===== src/sadpcm_pkg.sv =====
// Shared types and constants for the stereo ADPCM block decoder.
// No dependencies; imported by sadpcm_chan and the top level.
`timescale 1ns / 1ps

package sadpcm_pkg;

	localparam int HistW   = 23;
	localparam int SampleW = 16;
	localparam int HdrW    = 6;	// filter index (5:4) and shift (3:0); bits 7:6 dropped
	localparam int PosW    = 5;

	// Byte positions inside a 32-byte block
	localparam logic [PosW-1:0] PosLeftHdr   = 5'd0;
	localparam logic [PosW-1:0] PosRightHdr  = 5'd1;
	localparam logic [PosW-1:0] PosFirstData = 5'd4;

	// Second-order predictor coefficients, indexed by filter
	localparam logic [6:0] CoefRecent [4] = '{7'd0, 7'd60, 7'd115, 7'd98};
	localparam logic [6:0] CoefOlder  [4] = '{7'd0, 7'd0,  7'd52,  7'd55};

	typedef struct packed {
		logic [7:0] data_byte;
		logic       block_start;
		logic       clear_history;
	} sadpcm_in_t;

	typedef struct packed {
		logic signed [SampleW-1:0] left_sample;
		logic signed [SampleW-1:0] right_sample;
	} sadpcm_out_t;

endpackage


===== src/stereo_adpcm_block_decoder_core.sv =====
// Top level of the stereo ADPCM block decoder: byte input register, block
// position/header/history state, two channel decoders and the sample register.
// Depends on sadpcm_pkg and sadpcm_chan.
`timescale 1ns / 1ps

//  channel   ports                                   payload
//  -------   -------------------------------------   -----------------------------------
//  bytes     byte_valid / byte_stall / byte_beat     data_byte, block_start, clear_history
//  samples   sample_valid / sample_stall / sample_beat   left_sample, right_sample
//
// One byte beat per cycle while the sample side does not stall. A byte
// is held in the input register, then the decode (constant-coefficient
// multiply, clamp, add, saturate) runs into the sample register.
// Header and pad bytes update state and produce no sample beat.
// arst_n clears position, headers, histories and both valid flags.
// A stalled sample beat holds the input register; a new byte is still taken
// while the input register is empty.

module stereo_adpcm_block_decoder_core import sadpcm_pkg::*; (
	input  logic        clk,
	input  logic        arst_n,
	input  logic        byte_valid,
	output logic        byte_stall,
	input  sadpcm_in_t  byte_beat,
	output logic        sample_valid,
	input  logic        sample_stall,
	output sadpcm_out_t sample_beat
);

	// input register
	sadpcm_in_t beat_s1;
	logic       valid_s1;

	// block state
	logic [PosW-1:0]         pos_q;
	logic [HdrW-1:0]         lhdr_q, rhdr_q;
	logic signed [HistW-1:0] l_rec_q, l_old_q, r_rec_q, r_old_q;

	// result register
	sadpcm_out_t out_q;
	logic        out_valid_q;

	logic                     byte_take, out_free, fire_s1;
	logic [PosW-1:0]          pos_cur;
	logic                     is_data;
	logic signed [HistW-1:0]  l_rec_eff, l_old_eff, r_rec_eff, r_old_eff;
	logic signed [HistW-1:0]  l_next, r_next;
	logic signed [SampleW-1:0] l_smp, r_smp;

	// the sample register frees up when empty or being taken this cycle
	assign out_free   = !out_valid_q || !sample_stall;
	assign fire_s1    = valid_s1 && out_free;
	assign byte_stall = valid_s1 && !out_free;
	assign byte_take  = byte_valid && !byte_stall;

	// block_start realigns to byte 0 regardless of the running position
	assign pos_cur = beat_s1.block_start ? PosLeftHdr : pos_q;
	assign is_data = pos_cur >= PosFirstData;

	// history clear applies before this byte is handled
	assign l_rec_eff = beat_s1.clear_history ? '0 : l_rec_q;
	assign l_old_eff = beat_s1.clear_history ? '0 : l_old_q;
	assign r_rec_eff = beat_s1.clear_history ? '0 : r_rec_q;
	assign r_old_eff = beat_s1.clear_history ? '0 : r_old_q;

	// low nibble feeds left, high nibble feeds right
	sadpcm_chan u_left (
		.header    (lhdr_q),
		.nibble    (beat_s1.data_byte[3:0]),
		.recent    (l_rec_eff),
		.older     (l_old_eff),
		.next_hist (l_next),
		.sample    (l_smp)
	);

	sadpcm_chan u_right (
		.header    (rhdr_q),
		.nibble    (beat_s1.data_byte[7:4]),
		.recent    (r_rec_eff),
		.older     (r_old_eff),
		.next_hist (r_next),
		.sample    (r_smp)
	);

	// input register payload
	always_ff @(posedge clk) begin
		if (byte_take) begin
			beat_s1 <= byte_beat;
		end
	end

	always_ff @(posedge clk or negedge arst_n) begin
		if (!arst_n) begin
			valid_s1 <= 1'b0;
		end else begin
			valid_s1 <= byte_take || (valid_s1 && !out_free);
		end
	end

	// block state advances once per byte leaving the input register
	always_ff @(posedge clk or negedge arst_n) begin
		if (!arst_n) begin
			pos_q   <= '0;
			lhdr_q  <= '0;
			rhdr_q  <= '0;
			l_rec_q <= '0;
			l_old_q <= '0;
			r_rec_q <= '0;
			r_old_q <= '0;
		end else if (fire_s1) begin
			pos_q <= pos_cur + 5'd1;	// wraps after byte 31
			if (pos_cur == PosLeftHdr) begin
				lhdr_q <= beat_s1.data_byte[HdrW-1:0];
			end
			if (pos_cur == PosRightHdr) begin
				rhdr_q <= beat_s1.data_byte[HdrW-1:0];
			end
			l_rec_q <= is_data ? l_next : l_rec_eff;
			l_old_q <= is_data ? l_rec_eff : l_old_eff;
			r_rec_q <= is_data ? r_next : r_rec_eff;
			r_old_q <= is_data ? r_rec_eff : r_old_eff;
		end
	end

	// sample register
	always_ff @(posedge clk) begin
		if (fire_s1 && is_data) begin
			out_q.left_sample  <= l_smp;
			out_q.right_sample <= r_smp;
		end
	end

	always_ff @(posedge clk or negedge arst_n) begin
		if (!arst_n) begin
			out_valid_q <= 1'b0;
		end else if (out_free) begin
			out_valid_q <= fire_s1 && is_data;
		end
	end

	assign sample_valid = out_valid_q;
	assign sample_beat  = out_q;

`ifndef NO_ASSERTIONS
	// a sample beat appears only from a byte that sat in the input register
	a_sample_source: assert property (@(posedge clk) disable iff (!arst_n)
		$rose(sample_valid) |-> $past(valid_s1))
		else $error("sample beat without a byte behind it");

	// histories freeze while the sample side holds a byte back
	a_hist_hold: assert property (@(posedge clk) disable iff (!arst_n)
		(valid_s1 && sample_valid && sample_stall) |=>
			($stable(l_rec_q) && $stable(r_rec_q) && $stable(pos_q)))
		else $error("decoder state moved while stalled");

	// a realigned byte is always taken as byte 0
	a_realign: assert property (@(posedge clk) disable iff (!arst_n)
		(fire_s1 && beat_s1.block_start) |=> (pos_q == PosRightHdr))
		else $error("block_start did not realign position");
`endif

endmodule


===== src/sadpcm_chan.sv =====
// One channel of the ADPCM decode: prediction, clamp, nibble add, output saturate.
// Purely combinational; depends on sadpcm_pkg.
`timescale 1ns / 1ps

module sadpcm_chan import sadpcm_pkg::*; (
	input  logic [HdrW-1:0]           header,
	input  logic [3:0]                nibble,
	input  logic signed [HistW-1:0]   recent,
	input  logic signed [HistW-1:0]   older,
	output logic signed [HistW-1:0]   next_hist,
	output logic signed [SampleW-1:0] sample
);

	localparam logic signed [31:0] PredMin = -32'sd2097152;
	localparam logic signed [31:0] PredMax =  32'sd2097151;
	localparam logic signed [23:0] OutMin  = -24'sd32768;
	localparam logic signed [23:0] OutMax  =  24'sd32767;

	logic [1:0]              filt;
	logic [3:0]              shamt;
	logic signed [31:0]      rec_ext, old_ext, cr, co;
	logic signed [31:0]      pred_raw, pred_sum, pred_rnd;
	logic signed [21:0]      pred_cl;
	logic signed [15:0]      step, step_sh;
	logic signed [HistW-1:0] delta, nxt;
	logic signed [23:0]      out_sum, out_rnd;

	assign filt  = header[5:4];
	assign shamt = header[3:0];

	always_comb begin
		rec_ext  = 32'(recent);
		old_ext  = 32'(older);
		cr       = {25'd0, CoefRecent[filt]};
		co       = {25'd0, CoefOlder[filt]};
		pred_raw = rec_ext * cr - old_ext * co;
		pred_sum = pred_raw + 32'sd32;
		pred_rnd = pred_sum >>> 6;
		if (pred_rnd < PredMin) begin
			pred_cl = PredMin[21:0];
		end else if (pred_rnd > PredMax) begin
			pred_cl = PredMax[21:0];
		end else begin
			pred_cl = pred_rnd[21:0];
		end

		// signed nibble scaled by 2^12, shifted, then scaled by 2^6
		step    = {nibble, 12'd0};
		step_sh = step >>> shamt;
		delta   = {step_sh[15], step_sh, 6'd0};
		nxt     = {pred_cl[21], pred_cl} + delta;

		out_sum = {nxt[HistW-1], nxt} + 24'sd32;
		out_rnd = out_sum >>> 6;
		if (out_rnd < OutMin) begin
			sample = OutMin[SampleW-1:0];
		end else if (out_rnd > OutMax) begin
			sample = OutMax[SampleW-1:0];
		end else begin
			sample = out_rnd[SampleW-1:0];
		end
	end

	assign next_hist = nxt;

endmodule


===== config.mk =====
export PLATFORM = sky130hd
export DESIGN_NAME = stereo_adpcm_block_decoder_core
export DESIGN_NICKNAME = d
export VERILOG_FILES = /design/src/sadpcm_pkg.sv /design/src/stereo_adpcm_block_decoder_core.sv /design/src/sadpcm_chan.sv
export SDC_FILE = /design/constraint.sdc
export NUM_CORES = 2
export LEC_CHECK = 0
export ABC_AREA = 1
export BUFFER_PORTS_ARGS = -buffer_cell sky130_fd_sc_hd__clkbuf_2
export CAP_MARGIN = 10
export CORE_MARGIN = 2
export CORE_UTILIZATION = 35
export CTS_CLUSTER_SIZE = 30
export DETAILED_ROUTE_END_ITERATION = 10
export PLACE_DENSITY = 0.55
export SETUP_SLACK_MARGIN = 0.05
export SLEW_MARGIN = 0
export SYNTH_ARGS = -nofsm -noshare
export SYNTH_HDL_FRONTEND = slang
export SYNTH_SLANG_ARGS = --single-unit
export TNS_END_PERCENT = 1

===== constraint.sdc =====
create_clock -name clk -period 16.6 [get_ports clk]
set_input_delay 3.32 -clock clk [delete_from_list [all_inputs] [get_ports clk]]
set_output_delay 3.32 -clock clk [all_outputs]
set_load 0.01 [all_outputs]

==> qor.csv <==
stage;metric;value;unit
cts;Clock Sinks;153;
critical_path;critical path startpoint category;register;
cts;CTS root buf;clkbuf_16;
floorplan;boundary pin count;48;
outcome;status;finished, final reports clean;
placement;number of port buffers;47;
cells_and_area;number of fill cells;9840;
critical_path;worst-path fanout max;57;
cts;CTS tree;yes;
cts;total CTS buffers;17;
critical_path;CP most frequent cell;nand2_1;
sta;endpoints failing setup;0;
critical_path;CP arrival;12650;ps
cts;htree depth;4;
yosys;Most used DFF post-synth;dfrtp_1;
global_route;largest net degree at the start of global routing;78;
cts;worst-case clock buffer depth;2;
floorplan;Core ar.;91700;um2
worst_hold_path;worst hold stages;2;
route;WL/cell;16.6;um
sta;final hold violation count;0;
cells_and_area;share of cells above drive strength 1;3.60;%
yosys;largest cells by area after synthesis;fa_1 (23%), ha_1 (17%), inv_1 (9.7%), dfrtp_1 (8.6%), nand2_1 (8.2%);
route;post-detailed-routing wire length;90.9;mm
flow_run;max-cap viol count;0;
yosys;Net Count, Synth;5154;
critical_path;Worst path slowest cell;buf_4;
global_route;GRT Total Usage;19.7;%
worst_hold_path;Hold Crit Class;register to register;
placement;RePlAce Congestion;0.902;
global_route;initial antenna violation count;0;
cells_and_area;area of the multi-input gates;24700;um2
critical_path;length in cells of the worst reg-to-reg path;54;
sta;final setup TNS;0;ps
sta;measured slew at the worst slew-check pin;1030;ps
cells_and_area;storage element area;4040;um2
critical_path;Reg2Reg Setup Slack;4170;ps
critical_path;worst r2r src;beat_s1[0]$_DFFE_PP_;
critical_path;Worst Path Required;16820;ps
yosys;mapped cell area;32400;um2
yosys;Synth Instances;4323;
floorplan;Die ar.;95100;um2
floorplan;Die H;308;um
sta;RSZ-0062 raised after global routing;false;
cells_and_area;NumNets Final;5123;
critical_path;Worst path max stage delay;640;ps
cells_and_area;antenna fix cells;0;
critical_path;CP Buf/Inv Count;7;
yosys;largest area contributor in the netlist;fa_1;
floorplan;Initial Utilization;35.4;%
cts;post_cts resized;0;
route;post-route ant nets;0;
sta;skew final;8.51;ps
sta;Final Critical Period;12430;ps
route;Iteration-0 DRC Markers;2011;
worst_hold_path;Hold Path End;r_rec_q[1]$_DFFE_PN0P_;
route;First-pass DRT Iterations;6;
critical_path;WS Path Type;register to register;
route;drc violations;0;
yosys;yosys warns;0;
critical_path;Crit path max-delay family;adder cells;
global_route;grt ovf;0;
yosys;Seq cells post-synth;153;
yosys;most frequent cell after synthesis;inv_1;
yosys;Post-synth top cells;inv_1 (842), nand2_1 (704), nor2_1 (500), ha_1 (451), fa_1 (366);
cells_and_area;Layout area overhead;5.88;%
cts;hold_buf cts;0;
yosys;Post-synth ARST share;72.5;%
critical_path;Setup crit end kind;register;
global_route;number of global-route vias before repair;27500;
route;DR vias;27400;
sta;Final period util;74.9;%
yosys;sequential share of the synthesized area;12.5;%
yosys;Synth cell types;68;
sta;Pins Over Slew Limit;0;
yosys;post-synth top area share;22.6;%
global_route;first-pass GRT wire length;148;mm
route;Via density;4.99;
floorplan;Chip Width;308;um
cts;worst skew pair latency;480;ps
cts;CTS clk-pin slew, worst paths;60;ps
placement;HPWL Detailed;77.3;mm
floorplan;row count;111;
critical_path;FF-to-FF End;sample_beat[7]$_SDFFCE_PP0P_;
sta;Slew HR;31.4;%
sta;fmax;0.0805;GHz
yosys;Post-synth EDFFs;42;
yosys;mean post-synth cell area;7.50;um2
cts;post-CTS setup buffers;0;
worst_hold_path;hold_sp;r_rec_q[1]$_DFFE_PN0P_;
placed cells by master, fill, tap and decap left out, drive strengths merged, types with 10 or more instances in the layout:
cell type / n
inv: 851
nand2: 720
nor2: 506
ha: 451
fa: 366
a21oi: 363
o21ai: 299
xor2: 114
nand3: 112
dfrtp: 111
xnor2: 70
clkbuf: 70
edfxtp: 42
nor3: 28
nand4: 24
a31oi: 22
o21bai: 21
a21boi: 17
nor4: 14
a22oi: 10
buf: 10
per-stage QoR:
step           setup WS, ps  utilization (%)  cells  area [um2]  hold slack (ps)
6_report               4170             37.4   5489       34300              489
5_1_grt                2980             37.4   5489       34300              518
4_1_cts                4190             37.4   5489       34300              495
3_5_place_dp           4210             36.8   5459       33800              479
3_3_place_gp           4260             36.8   5459       33800              470
2_1_floorplan          6060                -   4323       32400              453
metal layers:
metal | track usage (%) | vias to the layer above | wire [um]
met1 | 29.2 | 13100 | 46200
li1 | - | 13700 | -
met4 | 3.99 | 0 | 1420
met5 | 0 | - | 0
met3 | 2.06 | 60 | 3650
met2 | 30.7 | 587 | 39700
sequential cells by signal (all words and copies together) (netlist names):
signal and flops:
beat_s1 10, sample_beat 32, l_old_q 23, l_rec_q 23
r_rec_q 23, valid_s1 1, pos_q 5, sample_valid 1
rhdr_q 6, r_old_q 23, lhdr_q 6
worst max path at each step:
stage                          startpoint                            end  slack (ps)  cells past startpoint
floorplan           lhdr_q[5]$_DFFE_PN0P_  sample_beat[20]$_SDFFCE_PP0P_        6060                     59
global placement     beat_s1[0]$_DFFE_PP_   sample_beat[6]$_SDFFCE_PP0P_        4260                     54
detailed placement   beat_s1[0]$_DFFE_PP_   sample_beat[5]$_SDFFCE_PP0P_        4210                     54
CTS                  beat_s1[0]$_DFFE_PP_   sample_beat[5]$_SDFFCE_PP0P_        4190                     54
global route        rhdr_q[5]$_DFFE_PN0P_   sample_beat[7]$_SDFFCE_PP0P_        2980                     55
finish               beat_s1[0]$_DFFE_PP_   sample_beat[7]$_SDFFCE_PP0P_        4170                     54
worst reg2reg max path, delay by kind of cell (launching register included):
kind | cells | cell delay (ps)
compound gates | 10 | 1860
xor+xnor | 1 | 430
fa+ha+maj | 9 | 3720
buf+inv | 7 | 2200
flops | 1 | 350
simple gates | 27 | 3600
area by class of cell:
class | instances | share of cell area, %
flip-flops and latches | 153 | 11.8
repair buffers | 56 | 0.890
well taps | 1186 | 4.32
clock buffers | 24 | 1.40
inverters | 851 | 9.32
clock inverters | 6 | 0.201
multi-input cells | 3213 | 72.1
kinds of logic (layout without fill, tap and decap cells):
family | count (synthesis) | count (layout) | synth area share (%)
adder cells (fa/ha/maj) | 817 | 817 | 40.0
AO/OA/AOI/OAI | 785 | 785 | 13.3
other | 2 | 2 | 0.0232
flip-flops | 153 | 153 | 12.5
multiplexers | 2 | 2 | 0.0618
buffers and inverters | 957 | 937 | 11.3
AND/OR/NAND/NOR | 1423 | 1423 | 17.8
XOR/XNOR | 184 | 184 | 5.02
Power is left out: the tool's default activity adds up to more than one toggle a clock period on the data nets, which glitch-free logic cannot reach.
